File: config.mk
export PLATFORM = sky130hd
export DESIGN_NAME = navpf_mul_serial
export DESIGN_NICKNAME = d
export VERILOG_FILES = /design/src/hw/rtl/navpf_pkg.sv /design/src/hw/rtl/navpf_mul_serial.sv
export SDC_FILE = /design/constraint.sdc
export NUM_CORES = 1
export LEC_CHECK = 0
export ABC_AREA = 1
export ABC_CLOCK_PERIOD_IN_PS = 5600
export BUFFER_PORTS_ARGS = -buffer_cell sky130_fd_sc_hd__buf_2
export CELL_PAD_IN_SITES_DETAIL_PLACEMENT = 1
export CELL_PAD_IN_SITES_GLOBAL_PLACEMENT = 1
export CORE_UTILIZATION = 30
export DETAILED_ROUTE_END_ITERATION = 10
export PLACE_DENSITY_LB_ADDON = 0.1
export SLEW_MARGIN = 25
export SYNTH_ARGS = -nofsm -noshare
export SYNTH_HDL_FRONTEND = slang
export SYNTH_SLANG_ARGS = --single-unit
export TNS_END_PERCENT = 10
File: constraint.sdc
create_clock -name clk -period 5.6 [get_ports clk]
set_clock_uncertainty 0.2 [all_clocks]
set_input_delay 0.84 -clock clk [delete_from_list [all_inputs] [get_ports clk]]
set_output_delay 0.84 -clock clk [all_outputs]
set_load 0.02 [all_outputs]
File: src/hw/rtl/navpf_pkg.sv
// Package: shared constants, codes and state type for the position fusion block
`timescale 1ns / 1ps
`default_nettype none
package navpf_pkg;

  localparam int STATE_WIDTH_DEF = 48;
  localparam int FRAC_BITS_DEF   = 16;
  localparam int GAIN_W          = 16;
  localparam int DIV_W           = 12;

  localparam logic [DIV_W-1:0] DIV_IMU  = 12'd4000;
  localparam logic [DIV_W-1:0] DIV_POS  = 12'd3200;
  localparam logic [DIV_W-1:0] DIV_PULL = 12'd200;

  localparam logic [2:0] CMD_ACCEL  = 3'd0;
  localparam logic [2:0] CMD_BARO   = 3'd1;
  localparam logic [2:0] CMD_FLOW   = 3'd2;
  localparam logic [2:0] CMD_TICK   = 3'd3;
  localparam logic [2:0] CMD_FLIGHT = 3'd4;
  localparam logic [2:0] CMD_MODE   = 3'd5;

  localparam logic [7:0] ALT_MODE_BARO = 8'd0;
  localparam logic [7:0] ALT_MODE_FLOW = 8'd1;

  localparam logic [2:0] REG_FLOW_SCALE    = 3'd0;
  localparam logic [2:0] REG_FLOW_VEL_GAIN = 3'd1;
  localparam logic [2:0] REG_FLOW_ALT_GAIN = 3'd2;
  localparam logic [2:0] REG_BARO_ALT_GAIN = 3'd3;
  localparam logic [2:0] REG_BARO_FAST     = 3'd4;
  localparam logic [2:0] REG_BARO_SLOW     = 3'd5;
  localparam logic [2:0] REG_ACCEL_THR     = 3'd6;
  localparam logic [2:0] REG_OUT_SCALE     = 3'd7;

  typedef enum logic [3:0] {
    ST_IDLE,
    ST_ACC_V,
    ST_ACC_P,
    ST_ACC_PULL,
    ST_BARO,
    ST_FLOW_S,
    ST_FLOW_V,
    ST_ALT_SET,
    ST_ALT_V,
    ST_TICK
  } state_t;

endpackage
`default_nettype wire

File: src/hw/rtl/navpf_mul_serial.sv
// Bit-serial signed by unsigned 16-bit multiplier, one gain bit per cycle
`timescale 1ns / 1ps
`default_nettype none
module navpf_mul_serial #(
  parameter int AW = navpf_pkg::STATE_WIDTH_DEF
) (
  input  wire logic                                  clk,
  input  wire logic                                  rst,
  input  wire logic                                  start,
  input  wire logic signed [AW-1:0]                  a,
  input  wire logic [navpf_pkg::GAIN_W-1:0]          g,
  output logic                                       done,
  output logic                                       busy,
  output logic signed [AW+navpf_pkg::GAIN_W-1:0]     prod
);
  import navpf_pkg::*;

  localparam int PW = AW + GAIN_W;
  localparam int CW = $clog2(GAIN_W + 1);

  logic signed [PW-1:0] acc;
  logic signed [PW-1:0] a_r;
  logic [GAIN_W-1:0]    g_r;
  logic [CW-1:0]        cnt;

  always_ff @(posedge clk) begin
    if (rst) begin
      busy <= 1'b0;
      done <= 1'b0;
      cnt  <= '0;
    end else begin
      done <= 1'b0;
      if (start) begin
        busy <= 1'b1;
        cnt  <= CW'(GAIN_W);
      end else if (busy) begin
        cnt <= cnt - 1'b1;
        if (cnt == CW'(1)) begin
          busy <= 1'b0;
          done <= 1'b1;
        end
      end
    end
  end

  always_ff @(posedge clk) begin
    if (start) begin
      acc <= '0;
      a_r <= PW'(a);
      g_r <= g;
    end else if (busy) begin
      acc <= (acc <<< 1) + (g_r[GAIN_W-1] ? a_r : '0);
      g_r <= {g_r[GAIN_W-2:0], 1'b0};
    end
  end

  assign prod = acc;

`ifndef SYNTH
  a_start_idle: assert property (@(posedge clk) disable iff (rst) start |-> !busy)
    else $error("multiplier restarted while busy");
  a_done_end: assert property (@(posedge clk) disable iff (rst) done |-> $past(busy))
    else $error("multiplier done without run");
  a_cnt_zero: assert property (@(posedge clk) disable iff (rst) !busy |-> cnt == '0)
    else $error("multiplier count left over");
`endif

endmodule
`default_nettype wire

; ---- Yosys cells after proc, flatten, opt, wreduce, memory -nomap -nowiden
; Cells that the tools add are included.
; W data, S select, Z words.
[classes]
addsub = 2
eq_ne = 1
muxes = 9
n_bitwise = 1
reduce_logical = 3
[op_table]
columns = operator, n
row1 = $add A64 B64 Y64, 1
row2 = $mux W64, 1
row3 = $mux W16, 2
row4 = $mux W5, 2
row5 = $eq A5 B1 Y1 const B, 1
row6 = $sub A5 B1 Y5 const B, 1
row7 = $mux W1, 4
row8 = $reduce_or A3 Y1, 1
row9 = $reduce_bool A2 Y1, 1
row10 = $reduce_or A2 Y1, 1
row11 = $not A1 Y1, 1
[word_totals]
ff_bits = 135
output_inout_bits = 66

; ---- Logic depth before layout (Yosys ltp)
; Gate-level depths: netlist of run 1.
[depth]
ltp_word = 4
ltp_mapped = 21
mapped_depth_nobuf = 18

; ---- Worst setup path after synthesis of run 1
; Ideal clock, no wire load.
[synth_path]
path_kind = flip-flop to flip-flop
start = register g_r[15]
end = register acc[57], in the netlist prod[57]
setup_time_ns = 0.109
t_arrival_ns = 2.589
t_required_ns = 5.291
path_slack_ns = 2.702
path_stages_with_launch = 20
period_less_slack_ns = 2.898
path_cell_list = edfxtp_1 > buf_6 > buf_4 > clkbuf_1 > buf_1 > nand2_1 > inv_1 > ha_1 > nand2_1 > inv_1 > a21oi_1 > o21ai_0 > a21oi_1 > nor2_1 > nor2_1 > nand2_1 > nand2_1 > nand3_1 > nand2_1 > inv_1
[synth_between]
elab_chain_cells = 2
[synth_rtl]
columns = item, line_no
row1 = start: declaration, navpf_mul_serial.sv:23  ; logic [GAIN_W-1:0] g_r;
row2 = start signal: assignment, navpf_mul_serial.sv:50  ; g_r <= g;
row3 = start signal: assignment, navpf_mul_serial.sv:53  ; g_r <= {g_r[GAIN_W-2:0], 1'b0};
row4 = $mux W64, navpf_mul_serial.sv:52  ; acc <= (acc <<< 1) + (g_r[GAIN_W-1] ? a_r : '0);
row5 = $add A64 B64 Y64, navpf_mul_serial.sv:52
row6 = end signal: assignment, navpf_mul_serial.sv:52
row7 = end: declaration, navpf_mul_serial.sv:21  ; logic signed [PW-1:0] acc;
; Every way passes these cells.
; A chain may end at the register's enable or synchronous reset.

; ---- Final worst setup path of run 1
[layout_path]
start = register g_r[15]
end = register acc[61], in the netlist prod[61]
; The elaborated chain is that of the path after synthesis.

==> metrics.txt, run 1 <==
endpoints failing hold 0; Final HPWL DP 31.46 mm; worst hold-check path type reg -> reg; overall power 3.082 mW; clk slew on worst S/H paths 70 ps; post-route core utilization 35.74%; vias in the first global route 11040; Rel. slew slack 41.24%; most common cell after layout, fill and taps aside nand2_1; htree depth 4; period utilisation layout 65.59%; Max-cap violations 0; Final min period 3673 ps; DRC 0; library cells used by synthesis 41; Slew Limit Fails 0; RSZ-0062 raised after global routing no; met1 Use GR 33.27%; Total Wirelength 38.94 mm; wire per inst 17.30 um; share of post-route cells with drive strength above 1 12.31%; hold_ws 261.5 ps; setup repair bufs after CTS 0; worst-skew pair later-pin latency 460 ps; Crit Path Category reg -> reg; antenna violations before repair 0; Ports 133; vias per cell 4.665; CTS tree yes; EDFF count, synth 64; CP Cell Sequence buf_4 > nand2_1 > inv_1 > ha_1 > fa_1 > nand2_1 > o21ai_1 > nand3_1 > nand3_1 > nand2_1 > nand2_1 > nand2_1 > nand3_1 > nand3_1 > nand2_1 > inv_1; via count 10500; Synth async-reset ratio 0%; site row count 67; CP peak stage delay 610 ps; met2 usage 35.01%; Storage cell area 0.003344 mm2; Worst VDD drop 0.2302 mV; Die X 188.1 um; clock buffer depth 2; Synth area leaders nand2_1 (21%), edfxtp_1 (19%), dfxtp_1 (14%); Yosys Warn Count 0; multi-input logic area 0.005697 mm2; post-cts resize count 0; full die area 0.03537 mm2; Lkg Pwr 6.714 nW; cell area after placement 0.01150 mm2; Initial Util 30.75%; Ant. Diodes 0; largest net degree at the start of global routing 65; Syn Inst Count 1665; Die H 188.1 um; root buffer selected by CTS clkbuf_16; fillers 4532; Worst path most repeated cell nand2_1; GRT Util Overall 22.82%; Post-Synthesis Net Count 1781; f_max 272.2 MHz; R2R Setup Slk 1930 ps; most frequent cells in the layout nand2_1 (591), inv_1 (315), nor2_1 (175); post-synth top area share 21.36%; Arr. time, crit path 3830 ps; Inserted Clock Buffers 17; largest area contributor in the netlist nand2_1; Worst-Margin Slew 880.5 ps; setup TNS 0 ps; Critical Path End Type flip-flop; grt ovf 0; initial drt markers 561; met3 usage 3.369%; 1st-pass router iterations 4; first-pass GRT wire length 61.66 mm; Yosys reg bits 135; Buffers on Ports 132; Startpoint Class flip-flop; global-route layer with the greatest usage met2; mapped cell area 0.01039 mm2; Layout Area Growth over Synthesis 16.22%; core area 0.03378 mm2; Placer Congestion 0.9214; worst endpoint required time 5750 ps; status finished, final reports clean; sequential fraction of the synthesis area 32.19%; Critical Path Fanout Max 64; final instance area 0.01207 mm2; Power Density 255.3 mW/mm2; setup violators final 0; Synth Flop Type dfxtp_1; Nets 1906; CTS sink count 135; CP max-delay cell buf_4; hold_buf cts 0; ANT nets after route 0; Syn Area/Cell 6.239 um2
==> flip-flops by register name, summed over array words and instances, names as in the netlist <==
register	cells
prod	64
busy	1
g_r	16
a_r	48
done	1
cnt	5
==> layout make-up <==
type / instances / share of cell area, %
multi-input cells: 1181 / 47.19
clock inverters: 9 / 0.7773
well taps: 448 / 4.643
repair buffers: 138 / 5.866
clock buffers: 23 / 3.959
flip-flops and latches: 135 / 27.70
inverters: 317 / 9.866
==> cell usage after synthesis (3+ instances only) <==
cell      count
a21oi_1      77
or2_2         3
nand3b_1      8
nor2_2       15
nor2_1      176
xor2_1       17
buf_1         6
nand2_4       4
buf_6         4
nor3_1        9
clkbuf_1     18
nand2_2      18
o211ai_1      3
nand4_1       8
nand2_1     591
o21bai_1     11
edfxtp_1     64
o21ai_0      49
inv_1       315
a21o_1        3
xnor2_1       7
nand3_1      98
a32o_1        4
ha_1         48
dfxtp_1      71
nor2_4        5
a41oi_1      10
nand3_2       4
==> per-layer routing <==
layer,vias to the layer above,part of all wire (%)
met5,-,0
li1,5384,-
met4,0,1.4
met1,4912,53
met3,25,3.8
met2,181,42
==> power breakdown <==
part | internal [mW] | total, mW | switching [mW] | leakage (nW)
combinational | 0.241 | 0.774 | 0.533 | 5.23
clock | 0.650 | 1.13 | 0.479 | 0.271
sequential | 1.12 | 1.18 | 0.0554 | 1.22
==> stage by stage <==
stage	cells	worst slack, ps
6_report	2251	1927
5_1_grt	2251	1655
4_1_cts	2251	1870
3_5_place_dp	2219	1900
3_3_place_gp	2219	1992
2_1_floorplan	1665	2702
==> cell families (layout without fill, tap and decap cells) <==
kind of cell | count (synthesis) | after routing | share of synthesized area (%)
simple gates | 945 | 945 | 37.89
buf+inv | 349 | 487 | 13.00
compound gates | 163 | 163 | 8.926
flops | 135 | 135 | 32.18
fa+ha+maj | 49 | 49 | 5.975
xor+xnor | 24 | 24 | 2.024
==> path summary, 6_finish.rpt <==
check,from,endpoint,depth (start not counted)
max,g_r[15]$_DFFE_PP_,prod[61]$_SDFFE_PP0P_,16
min,prod[63]$_SDFFE_PP0P_,prod[63]$_SDFFE_PP0P_,2
max reg2reg,g_r[15]$_DFFE_PP_,prod[61]$_SDFFE_PP0P_,16
min reg2reg,prod[63]$_SDFFE_PP0P_,prod[63]$_SDFFE_PP0P_,2
==> worst max-delay path: cells and delay by family (launching register included) <==
kind	cells	cell delay, ps
buffers and inverters	3	720
AOI/OAI and AO/OA	1	410
DFF	1	320
adders and majority gates	2	380
and+or+nand+nor	10	1490
Note: power is estimated with default switching activity, not from simulation.
==> inputs of run 2 (changes only) <==
- ABC_CLOCK_PERIOD_IN_PS: 5600 -> 3800
- clock period: 5.6 -> 3.8 ns (I/O delays scaled with it)
==> metrics.txt, run 2 (synthesis results as in run 1) <==
worst endpoint required time 3950 ps (-1800 ps); clk slew on worst S/H paths 70 ps (about the same); combinational share of power 25.2% (about the same); RSZ-0062 raised after global routing no; Inserted Clock Buffers 17 (unchanged); Startpoint Class flip-flop; htree depth 4 (unchanged); Worst Hold Depth 1 (-1); cell area after placement 0.01155 mm2 (+0.42%); Crit Path Category reg -> reg; grt ovf 0 (unchanged); worst-skew pair later-pin latency 460 ps (about the same); CTS tree yes; vias in the first global route 10970 (-0.70%); setup TNS 0 ps (unchanged); Net Sw Power 1.606 mW (+50%); setup repair bufs after CTS 0 (unchanged); clock power share 36.8% (+0.2 points); clock buffer depth 2 (unchanged); Initial Util 30.75% (unchanged); max FFs per register 64 (unchanged); Final HPWL DP 32.92 mm (+4.7%); Die H 188.1 um (unchanged); Nets 1911 (+0.26%); Hold Crit Start a[11]; Layout Area Growth over Synthesis 16.74%; fillers 4526 (-0.13%); Power Density 380.3 mW/mm2 (+49%); Critical Path End Type flip-flop; site row count 67 (unchanged); Worst VDD drop 0.3304 mV (+44%); endpoints failing hold 0 (unchanged); DRC 0 (unchanged); worst setup path start g_r[15]$_DFFE_PP_; post-cts resize count 0 (unchanged); core area 0.03378 mm2 (unchanged); period utilisation layout 88.80% (+23 points); worst hold-check path type in -> reg; Ant. Diodes 0 (unchanged); f_max 296.4 MHz (+8.9%); GRT Util Overall 23.70% (+0.88 points); setup violators final 0 (unchanged); Critical Path Fanout Max 36 (-44%); initial drt markers 648 (+16%); largest net degree at the start of global routing 50 (-23%); share of post-route cells with drive strength above 1 12.44% (+0.13 points); Placer Congestion 0.9467 (+2.7%); Arr. time, crit path 3520 ps (-310 ps); Buffers on Ports 132 (unchanged); Total Wirelength 40.72 mm (+4.6%); Die X 188.1 um (unchanged); full die area 0.03537 mm2 (unchanged); root buffer selected by CTS clkbuf_16; via count 10680 (+1.7%); vias per cell 4.733 (+1.5%); Ports 133 (unchanged); first-pass GRT wire length 63.45 mm (+2.9%); Lkg Pwr 6.742 nW (+0.41%); most common cell after layout, fill and taps aside nand2_1; Final min period 3374 ps (-298.9 ps); P_int 3.005 mW (+49%); wire per inst 18.05 um (+4.3%); Worst-Margin Slew 951.2 ps (+70.76 ps); ANT nets after route 0 (unchanged); most frequent cells in the layout nand2_1 (591), inv_1 (315), nor2_1 (175); CTS sink count 135 (unchanged); Rel. slew slack 36.51% (-4.7 points); antenna violations before repair 0 (unchanged); reg2reg path depth 16 (unchanged); hold_buf cts 0 (unchanged); Sw Ratio 34.83% (+0.20 points); 1st-pass router iterations 5 (+1); R2R Path Start g_r[15]$_DFFE_PP_; final instance area 0.01213 mm2 (+0.45%); Slew Limit Fails 0 (unchanged); status finished, final reports clean; Seq pwr share 38.0% (-0.2 points); Max-cap violations 0 (unchanged)
## run 2: cell count changes in the layout (fill, tap and decap cells not counted), sizes merged
cell / before / now
buf: 138 / 143
inv: 319 / 318
clkinv: 3 / 4
bufinv: 1 / 2
clkbuf: 23 / 22
## run 2: power by group through the flow
stage                     combinational (mW)  clock, mW  sequential, mW
after global routing                    1.30       1.79            1.77
final                                   1.16       1.69            1.75
after floorplan                        0.706          0            1.81
after CTS                               1.17       1.75            1.75
after global placement                  1.15          0            1.78
after detailed placement                1.16          0            1.78
## run 2: final timing paths
path                           end  slack (ps)
max          prod[49]$_SDFFE_PP0P_         430
min              a_r[11]$_DFFE_PP_          80
max reg2reg  prod[49]$_SDFFE_PP0P_         430
min reg2reg  prod[63]$_SDFFE_PP0P_         260
## run 2: layout make-up
| cell class | count | area, um2 | share of cell area (%) |
|---|---|---|---|
| Clock buffer | 22 | 454.2 | 3.745 |
| Clock inverter | 10 | 122.6 | 1.011 |
| Inverter | 317 | 1190 | 9.812 |
| Multi-Input combinational cell | 1181 | 5697 | 46.98 |
| Sequential cell | 135 | 3344 | 27.58 |
| Tap cell | 448 | 560.5 | 4.622 |
| Timing Repair Buffer | 143 | 758.2 | 6.253 |
## run 2: worst max-delay path, cell delays in order, from the launching register on
cell and delay, ps:
edfxtp_1 350, buf_4 410, nand2_1 100, inv_1 70
ha_1 180, fa_1 210, nand2_1 100, o21ai_1 310
nand2_1 100, nand2_1 150, inv_1 100, o21ai_1 310
nand3_1 220, nand4_1 120, nand3_1 140, nand2_1 120
inv_1 50
## run 2: per-stage QoR
step           cells  hold slack [ps]  worst slack [ps]  utilization, %  power [mW]
2_1_floorplan   1665            242.2             902.0               -       2.520
3_3_place_gp    2224            236.4             573.8           34.19       2.932
3_5_place_dp    2224            246.7             492.2           34.19       2.944
4_1_cts         2256            57.71             455.3           35.89       4.670
5_1_grt         2256            66.04             200.1           35.89       4.862
6_report        2256            78.62             425.6           35.89       4.611
## run 2: layer usage
metal  GRT usage (%)  up-vias  share of wire (%)
met3           3.350       46                4.9
met4           7.098        0                2.0
met1           34.88     4975                 52
met2           35.41      251                 41
met5               0        -                  0
li1                -     5406                  -
