==> src/hw/rtl/navpf_pkg.sv <==
// Package: shared constants, codes and state type for the position fusion block
`timescale 1ns / 1ps
`default_nettype none
package navpf_pkg;

  localparam int STATE_WIDTH_DEF = 48;
  localparam int FRAC_BITS_DEF   = 16;
  localparam int GAIN_W          = 16;
  localparam int DIV_W           = 12;

  localparam logic [DIV_W-1:0] DIV_IMU  = 12'd4000;
  localparam logic [DIV_W-1:0] DIV_POS  = 12'd3200;
  localparam logic [DIV_W-1:0] DIV_PULL = 12'd200;

  localparam logic [2:0] CMD_ACCEL  = 3'd0;
  localparam logic [2:0] CMD_BARO   = 3'd1;
  localparam logic [2:0] CMD_FLOW   = 3'd2;
  localparam logic [2:0] CMD_TICK   = 3'd3;
  localparam logic [2:0] CMD_FLIGHT = 3'd4;
  localparam logic [2:0] CMD_MODE   = 3'd5;

  localparam logic [7:0] ALT_MODE_BARO = 8'd0;
  localparam logic [7:0] ALT_MODE_FLOW = 8'd1;

  localparam logic [2:0] REG_FLOW_SCALE    = 3'd0;
  localparam logic [2:0] REG_FLOW_VEL_GAIN = 3'd1;
  localparam logic [2:0] REG_FLOW_ALT_GAIN = 3'd2;
  localparam logic [2:0] REG_BARO_ALT_GAIN = 3'd3;
  localparam logic [2:0] REG_BARO_FAST     = 3'd4;
  localparam logic [2:0] REG_BARO_SLOW     = 3'd5;
  localparam logic [2:0] REG_ACCEL_THR     = 3'd6;
  localparam logic [2:0] REG_OUT_SCALE     = 3'd7;

  typedef enum logic [3:0] {
    ST_IDLE,
    ST_ACC_V,
    ST_ACC_P,
    ST_ACC_PULL,
    ST_BARO,
    ST_FLOW_S,
    ST_FLOW_V,
    ST_ALT_SET,
    ST_ALT_V,
    ST_TICK
  } state_t;

endpackage
`default_nettype wire

==> src/hw/rtl/navpf_div_serial.sv <==
// Restoring floor divider by a small constant, one quotient bit per cycle
`timescale 1ns / 1ps
`default_nettype none
module navpf_div_serial #(
  parameter int DW = navpf_pkg::STATE_WIDTH_DEF + navpf_pkg::FRAC_BITS_DEF
) (
  input  wire logic                          clk,
  input  wire logic                          rst,
  input  wire logic                          start,
  input  wire logic signed [DW-1:0]          x,
  input  wire logic [navpf_pkg::DIV_W-1:0]   d,
  output logic                               done,
  output logic                               busy,
  output logic signed [DW:0]                 q
);
  import navpf_pkg::*;

  localparam int MW = DW + 1;
  localparam int CW = $clog2(MW + 1);

  logic [MW-1:0]    mag;
  logic [DIV_W-1:0] rem;
  logic [DIV_W-1:0] d_r;
  logic             neg;
  logic [CW-1:0]    cnt;
  logic [DIV_W:0]   cat;
  logic             ge;
  logic signed [MW-1:0] xe;

  assign xe  = MW'(x);
  assign cat = {rem, mag[MW-1]};
  assign ge  = cat >= {1'b0, d_r};

  always_ff @(posedge clk) begin
    if (rst) begin
      busy <= 1'b0;
      done <= 1'b0;
      cnt  <= '0;
    end else begin
      done <= 1'b0;
      if (start) begin
        busy <= 1'b1;
        cnt  <= CW'(MW);
      end else if (busy) begin
        cnt <= cnt - 1'b1;
        if (cnt == CW'(1)) begin
          busy <= 1'b0;
          done <= 1'b1;
        end
      end
    end
  end

  always_ff @(posedge clk) begin
    if (start) begin
      neg <= x[DW-1];
      d_r <= d;
      rem <= '0;
      mag <= x[DW-1] ? (MW'(-xe) + MW'(d) - MW'(1)) : MW'(xe);
    end else if (busy) begin
      rem <= ge ? DIV_W'(cat - {1'b0, d_r}) : DIV_W'(cat);
      mag <= {mag[MW-2:0], ge};
    end
  end

  assign q = neg ? $signed(MW'(-mag)) : $signed(mag);

`ifndef SYNTH
  a_start_idle: assert property (@(posedge clk) disable iff (rst) start |-> !busy)
    else $error("divider restarted while busy");
  a_rem_bound: assert property (@(posedge clk) disable iff (rst) busy |-> rem < d_r)
    else $error("divider remainder out of range");
  a_done_end: assert property (@(posedge clk) disable iff (rst) done |-> $past(busy))
    else $error("divider done without run");
`endif

endmodule
`default_nettype wire

==> config.mk <==
export PLATFORM = sky130hd
export DESIGN_NAME = navpf_div_serial
export DESIGN_NICKNAME = d
export VERILOG_FILES = /design/src/hw/rtl/navpf_pkg.sv /design/src/hw/rtl/navpf_div_serial.sv
export SDC_FILE = /design/constraint.sdc
export NUM_CORES = 1
export LEC_CHECK = 0
export ABC_CLOCK_PERIOD_IN_PS = 8900
export BUFFER_PORTS_ARGS = -buffer_cell sky130_fd_sc_hd__buf_2
export CAP_MARGIN = 0
export CORE_AREA = 2 2 116 118
export CTS_CLUSTER_DIAMETER = 50
export DETAILED_ROUTE_END_ITERATION = 16
export DIE_AREA = 0 0 118 120
export GPL_ROUTABILITY_DRIVEN = 0
export HOLD_SLACK_MARGIN = 0.08
export PLACE_DENSITY_LB_ADDON = 0.12
export SLEW_MARGIN = 40
export SYNTH_ARGS = -nofsm -noshare
export SYNTH_HDL_FRONTEND = slang
export SYNTH_SLANG_ARGS = --single-unit
==> constraint.sdc <==
create_clock -name clk -period 8.9 [get_ports clk]
set_clock_uncertainty 0.2 [all_clocks]
set_input_delay 1.78 -clock clk [delete_from_list [all_inputs] [get_ports clk]]
set_output_delay 1.78 -clock clk [all_outputs]
set_load 0.02 [all_outputs]
* After elaboration in Yosys (flattened, before gate mapping)
Index checks and enable logic that the tools add are counted.
** Storage, ports and cells
- Flip-flop bits (word level) :: 99
- Input bits :: 79
- Output and inout bits :: 67
** Cells by class
- Add/subtract/negate cells :: 6
- Order comparisons :: 1
- Equal/unequal tests :: 1
- Muxes and demuxes :: 11
- Bitwise operators :: 1
- Reduce and logical (&&, ||, !) cells :: 3
** Operator list (number)
- $mux 65 :: 4
- $add 65x12->65 :: 1
- $neg 64->65 :: 1
- $neg 65->65 :: 1
- $sub 65x1->65 const B :: 1
- $mux 7 :: 2
- $ge 13x12->1 :: 1
- $mux 12 :: 1
- $sub 12x12->12 :: 1
- $eq 7x1->1 const B :: 1
- $sub 7x1->7 const B :: 1
- $mux 1 :: 4
- $reduce_or 3->1 :: 1
- $reduce_bool 2->1 :: 1
- $reduce_or 2->1 :: 1
- $not 1->1 :: 1

* Depth between registers and ports, before layout
Gate-level depths: netlist (run 1).
- Depth after elaboration :: 5
- Gate-level depth with buffers :: 13
- Depth with buffers taken out :: 11

* Worst setup path after synthesis (run 1)
OpenSTA, ideal clock, no wires.
- Path type :: register to output
- Start point :: reg mag[40]
- End point :: out q[63]
- Data arrival time :: 2872 ps
- Data required time :: 6920 ps
- Path slack :: 4048 ps
- Cell stages (with the launch flop) :: 8
- Path buffers :: 0
- Cells stage by stage :: edfxtp_1 -> or4_4 -> or3_4 -> or4_4 -> or2_1 -> or3_4 -> o41ai_2 -> xnor2_1
** Between the ends
- Word-level cells in the longest chain between the ends :: 2
** RTL lines
- from (decl) :: RTL line navpf_div_serial.sv:21 : logic [MW-1:0] mag;
- from (signal assigned) :: RTL line navpf_div_serial.sv:59 : mag <= x[DW-1] ? (MW'(-xe) + MW'(d) - MW'(1)) : MW'(xe);
- from (signal assigned) :: RTL line navpf_div_serial.sv:62 : mag <= {mag[MW-2:0], ge};
- $neg 65->65 :: RTL line navpf_div_serial.sv:66 : assign q = neg ? $signed(MW'(-mag)) : $signed(mag);
- $mux 65 :: RTL line navpf_div_serial.sv:66
- to (decl) :: RTL line navpf_div_serial.sv:14 : output logic signed [DW:0] q
No other way between the ends.

* Worst setup path after layout (run 1)
- Start point :: reg mag[10]
- End point :: out q[53]
The elaborated chain is that of the path after synthesis.

==> results of run 1 <==
power by group:
part	internal, mW	total, mW	switching [mW]	leakage [nW]
sequential	0.565	0.630	0.0646	0.945
clock	0.201	0.391	0.191	0.144
combinational	0.200	0.485	0.285	2.43
total	0.966	1.51	0.540	3.52
logic make-up (layout without fill, tap and decap cells):
kind of cell,Yosys count,after routing
XOR/XNOR,134,134
multiplexers,44,44
buffers and inverters,84,206
AO/OA/AOI/OAI,215,215
AND/OR/NAND/NOR,241,241
flip-flops,99,99
adder cells (fa/ha/maj),29,29
worst max-delay path, delay by kind of cell, from the launching register on:
kind	cells	cell delay, ps
compound gates	1	320
xor+xnor	1	170
flops	1	450
simple gates	5	2320
buf+inv	1	190
path summary, 6_finish.rpt:
kind                            endpoint  slack [ps]  cells past startpoint
worst max register to register   rem[10]        5690                     10
worst min-delay path             rem[11]         310                      2
worst min register to register   rem[11]         310                      2
worst max-delay path               q[53]        3130                      8
layer usage:
layer,share of wire [%],vias up
met4,1.1,0
met3,7.1,14
met1,43,3333
met5,0,-
li1,-,3405
met2,49,281
layout by cell type (no fill, tap or decap), types with 5 or more instances in the layout:
| master | count |
|---|---|
| nor2_1 | 67 |
| xor2_1 | 53 |
| o41ai_1 | 24 |
| mux2_2 | 30 |
| nand2_1 | 37 |
| nor4_1 | 8 |
| xnor2_1 | 81 |
| nand2b_1 | 6 |
| edfxtp_1 | 78 |
| mux2i_1 | 14 |
| nor3_1 | 19 |
| or3_1 | 18 |
| a21o_1 | 8 |
| nor2b_1 | 5 |
| ha_1 | 27 |
| a21oi_1 | 46 |
| buf_2 | 144 |
| o31ai_1 | 36 |
| a211oi_1 | 12 |
| o41ai_2 | 7 |
| or4_4 | 5 |
| clkbuf_16 | 9 |
| dfxtp_1 | 20 |
| o21ai_0 | 46 |
| inv_1 | 39 |
| o21a_1 | 5 |
| or4_1 | 11 |
| nand3_1 | 32 |
| or2_2 | 9 |
state kept, by name, summed over array words and instances (netlist names):
signal  flops
mag        65
d_r        12
rem        12
cnt         7
busy        1
done        1
neg         1
synth_stat cells (4+ instances only):
| master | n |
|---|---|
| o31ai_1 | 36 |
| clkbuf_1 | 37 |
| o21ai_0 | 46 |
| xor2_1 | 53 |
| nor2b_1 | 5 |
| nand2b_1 | 6 |
| nor4_1 | 9 |
| nand2_1 | 37 |
| o41ai_1 | 24 |
| o41ai_2 | 7 |
| nand3_1 | 32 |
| o21a_1 | 5 |
| mux2i_1 | 14 |
| or4_1 | 11 |
| nor3_1 | 19 |
| mux2_2 | 30 |
| inv_1 | 40 |
| edfxtp_1 | 78 |
| ha_1 | 27 |
| a21oi_1 | 46 |
| or2_2 | 9 |
| a21o_1 | 9 |
| a211oi_1 | 12 |
| or4_4 | 5 |
| or3_1 | 19 |
| nor2_1 | 68 |
| xnor2_1 | 81 |
| buf_2 | 4 |
| nand4_1 | 4 |
| dfxtp_1 | 21 |
stage by stage:
| step | area, um2 | utilization [%] | power, mW |
|---|---|---|---|
| after floorplan | 7910 | - | 0.963 |
| after global placement | 8710 | 67.1 | 1.11 |
| after detailed placement | 8720 | 67.2 | 1.12 |
| after CTS | 9010 | 69.4 | 1.51 |
| after global routing | 9020 | 69.5 | 1.58 |
| final | 9020 | 69.5 | 1.51 |
layout make-up:
cell class / instances / area [um2]
multi-input combinational: 663 / 4830
fill: 1136 / 3960
sequential: 99 / 2760
timing repair buffer: 150 / 773
clock buffer: 10 / 239
tap: 176 / 220
inverter: 40 / 150
clock inverter: 6 / 47.5
==> results.md, run 1 <==
* Critical path launch point: mag[10]
* Clock root cell: clkbuf_16
* Post-Synthesis Cells at 846
* Worst skew pair latency at 350 ps
* Worst slack at placement at 3500 ps
* Maximum VDD drop at 0.110 mV
* M3 GR Usage at 5.32%
* Min cycle time layout at 5770 ps
* Share of cells above drive strength 1 at 24.3%
* Pin count of the biggest net entering global routing at 83
* Diode count at 0
* Sequential area share after synthesis at 34.9%
* Largest area contributor in the netlist: edfxtp_1
* Die area at 14200 um2
* Io pins at 146
* Maximum clock path buffer count at 2
* Initial Utilization at 60.9%
* Final ANT Viol Nets at 0
* Critical Path, Cell by Cell: or4_1 -> nor4_2 -> nand3_1 -> nand2b_1 -> or2_2 -> o31ai_1 -> xnor2_1 -> buf_2
* Die Y at 120 um
* Critical R2R Launch: d_r[1]
* Hold_buf cts at 0
* Yosys top cell area share at 29.6%
* Synth Area in XOR/XNOR at 14.8%
* Reg clk slew, reported paths at 80 ps
* Site row count at 42
* Drt total wl at 20500 um
* HP Start: rem[11]
* Worst path required time at 6920 ps
* Starting DRC count in detailed routing at 652
* Post-CTS setup buffer count at 0
* PwrDens at 167 nW/um2
* Crit path capture type: output port
* Worst hold slack at 308 ps
* Most Crowded Layer GR: met2
* Ranking of synthesized cells by area: edfxtp_1, xnor2_1, xor2_1
* Status: completed
* RSZ-0062 raised after global routing: false
* Die width at 118 um
* Simple-gate area share of the yosys netlist at 16.0%
* Final setup TNS at 0 ps
* Final net count at 1071
* Top_reg_cell synth: edfxtp_1
* Clock sinks at 99
* DRT Pass-1 Iters at 5
* Multiplexer area fraction after synthesis at 6.04%
* Grt ovf at 0
* Ys Warns at 0
* Fmax at 173 MHz
* Num CTS Buffers at 9
* Netlist cell types at 61
* Crit-path max FO at 8
* CTS tree: yes
* DRC at 0
* WP data arrival at 3790 ps
* CP max-delay cell: or4_1
* Antenna violations before repair at 0
* Port Buffers at 145
* Worst Setup Start Kind: flip-flop
* Post-Synth Adder-Cell Area at 4.78%
* Mean Syn Cell Area at 9.35 um2
* WL/cell at 18.0 um
* Worst Hold Class: flip-flop to flip-flop
* Dpl cells at 1128
* Synth-to-Final Area Change at 14.1%
* Clock H-tree levels at 3
* Actual slew at the worst max-slew pin at 747 ps
* Final Hold Fails at 0
* Total GRT Usage at 29.3%
* Synthesized cell area at 7910 um2
* Final HPWL DP at 14700 um
* Vias in the first global route at 6605
* Leak at 3.52 nW
* Critical path class: flip-flop to output port
* Main combinational cell family by area after synthesis: compound AO/OA/AOI/OAI gates
* CTS resizes at 0
* Max-slew violation total from the final report at 0
* First-pass GRT wire length at 33100 um
* Slowest cell delay on critical path at 640 ps
* Via/cell ratio at 6.15
* Worst slew margin at 50.2%
* Core footprint at 13000 um2
* Max Cap Viol at 0
* Post-synthesis compound-gate area fraction at 19.2%
* Syn_nets at 954
* Final setup fails at 0
* Vias at 7033
* FF+latch count, synth at 99
* Fraction of registers with async set/reset at 0%
* Share of the clock period used by the worst path at 64.9%
* Finished Layout Cells at 1144
* Final worst slack at 3130 ps
* M1 GR Usage at 38.9%
* M2 GR Usage at 49.6%
* Post-synth EDFFs at 78
No activity file was read; power rests on OpenSTA's default activity.
==> run 2: changes to the inputs <==
ABC_CLOCK_PERIOD_IN_PS = 5600   (was 8900)
CORE_AREA = 2 2 121 123   (was 2 2 116 118)
DIE_AREA = 0 0 123 125   (was 0 0 118 120)
clock period = 5.6 ns   (was 8.9 ns; I/O delays follow)
==> results.md, run 2 (synthesis gave the netlist of run 1 again) <==
* Via/cell ratio at 5.92 (-3.8%)
* Die width at 123 um (+4.2%)
* Worst slack at placement at 1040 ps (-2460 ps)
* Hold_buf cts at 0 (unchanged)
* Maximum VDD drop at 0.179 mV (+63%)
* Die area at 15400 um2 (+8.6%)
* Post-CTS setup buffer count at 0 (unchanged)
* Final setup fails at 0 (unchanged)
* Most frequent cells in the layout: buf_2, xnor2_1, edfxtp_1
* Routed wl met2 at 10100 um (+0.83%)
* WL/cell at 17.9 um (-0.51%)
* Antenna violations before repair at 0 (unchanged)
* Clock sinks at 99 (unchanged)
* RSZ-0062 raised after global routing: false
* Reg clk slew, reported paths at 70 ps (about the same)
* Num CTS Buffers at 9 (unchanged)
* Worst Setup Start Kind: flip-flop
* Worst path required time at 4280 ps (-2640 ps)
* Synth-to-Final Area Change at 14.8%
* Critical path class: flip-flop to output port
* CTS tree: yes
* Final worst slack at 636 ps (-2490 ps)
* Clock H-tree levels at 3 (unchanged)
* Most common cell after layout, fill and taps aside: buf_2
* Final HPWL DP at 15000 um (+1.8%)
* Site row count at 44 (+4.8%)
* Final Util at 63.9% (-5.6 points)
* Diode count at 0 (unchanged)
* Fmax at 201 MHz
* DRT Pass-1 Iters at 5 (unchanged)
* CTS resizes at 0 (unchanged)
* Grt ovf at 0 (unchanged)
* DRC at 0 (unchanged)
* Status: completed
* Leak at 3.56 nW (+1.0%)
* PwrDens at 267 nW/um2 (+60%)
* Vias at 6845 (-2.7%)
* Io pins at 146 (unchanged)
* Worst slew margin at 49.3% (-0.90 points)
* Share of cells above drive strength 1 at 24.4% (+0.081 points)
* Crit-path max FO at 8 (unchanged)
* Crit path capture type: output port
* Total GRT Usage at 27.0% (-2.2 points)
* Clock root cell: clkbuf_16
* Die Y at 125 um (+4.2%)
* Pin count of the biggest net entering global routing at 79 (-4.8%)
* First-pass GRT wire length at 32900 um (-0.56%)
* Max-slew violation total from the final report at 0 (unchanged)
* Starting DRC count in detailed routing at 484 (-26%)
* Final ANT Viol Nets at 0 (unchanged)
* Max Cap Viol at 0 (unchanged)
* Final setup TNS at 0 ps (unchanged)
* Final Power at 2.42 mW (+61%)
* Actual slew at the worst max-slew pin at 760 ps (+13.5 ps)
* Drt total wl at 20700 um (+0.62%)
* Share of the clock period used by the worst path at 88.7%
* Port Buffers at 145 (unchanged)
* Worst Hold Class: flip-flop to flip-flop
* Biggest register: mag
* WP data arrival at 3640 ps (-150 ps)
* Metal3 WL at 1200 um (-18%)
* Initial Utilization at 55.7% (-5.2 points)
* Max reg flops at 65 (unchanged)
* Final Instance Area at 9070 um2 (+0.58%)
* Biggest regs: mag x65, d_r x12, rem x12
* Worst skew pair latency at 360 ps (about the same)
* Final Hold Fails at 0 (unchanged)
* Top sig layer: met4
* Final net count at 1076 (+0.47%)
* Maximum clock path buffer count at 2 (unchanged)
* Post-Place Cell Area at 8770 um2 (+0.53%)
* Min cycle time layout at 4960 ps
* WL met1 at 9170 um (+3.4%)
* Core footprint at 14200 um2 (+9.4%)
* Vias in the first global route at 6370 (-3.6%)
[run 2: per-stage QoR]
step / std cells / hold WS [ps]
after floorplan: 846 / 253
after global placement: 1140 / 281
after detailed placement: 1141 / 282
after CTS: 1157 / 297
after global routing: 1157 / 335
final: 1157 / 296
[run 2: report_power, final]
group,internal (mW),leakage [nW],switching (mW)
combinational,0.320,2.46,0.452
clock,0.360,0.154,0.295
sequential,0.898,0.945,0.0996
total,1.58,3.56,0.846
[run 2: layout make-up]
type,instances,area [um2]
timing repair buffer,155,815
sequential,99,2760
multi-input combinational,663,4820
clock inverter,6,60.1
fill,1270,5130
inverter,40,150
tap,184,230
clock buffer,10,239
[run 2: path summary, 6_finish.rpt]
kind,cells past startpoint,start,slack (ps),to
max,8,mag[10],640,q[63]
max reg2reg,10,d_r[1],2310,rem[10]
min reg2reg,2,cnt[1],300,cnt[1]
min,2,cnt[1],300,cnt[1]
[run 2: per-layer routing]
| layer | track usage (%) | vias to the layer above |
|---|---|---|
| met4 | 5.48 | 0 |
| li1 | - | 3395 |
| met1 | 37.1 | 3239 |
| met3 | 5.11 | 17 |
| met2 | 44.6 | 194 |
| met5 | 0 | - |
[run 2: worst max-delay path, stage by stage, from the launching register on]
cell,delay [ps]
edfxtp_1,440
or4_1,630
nor4_2,450
nand3_1,290
nand2b_1,430
or3_4,470
o41ai_2,240
xnor2_1,150
buf_2,180
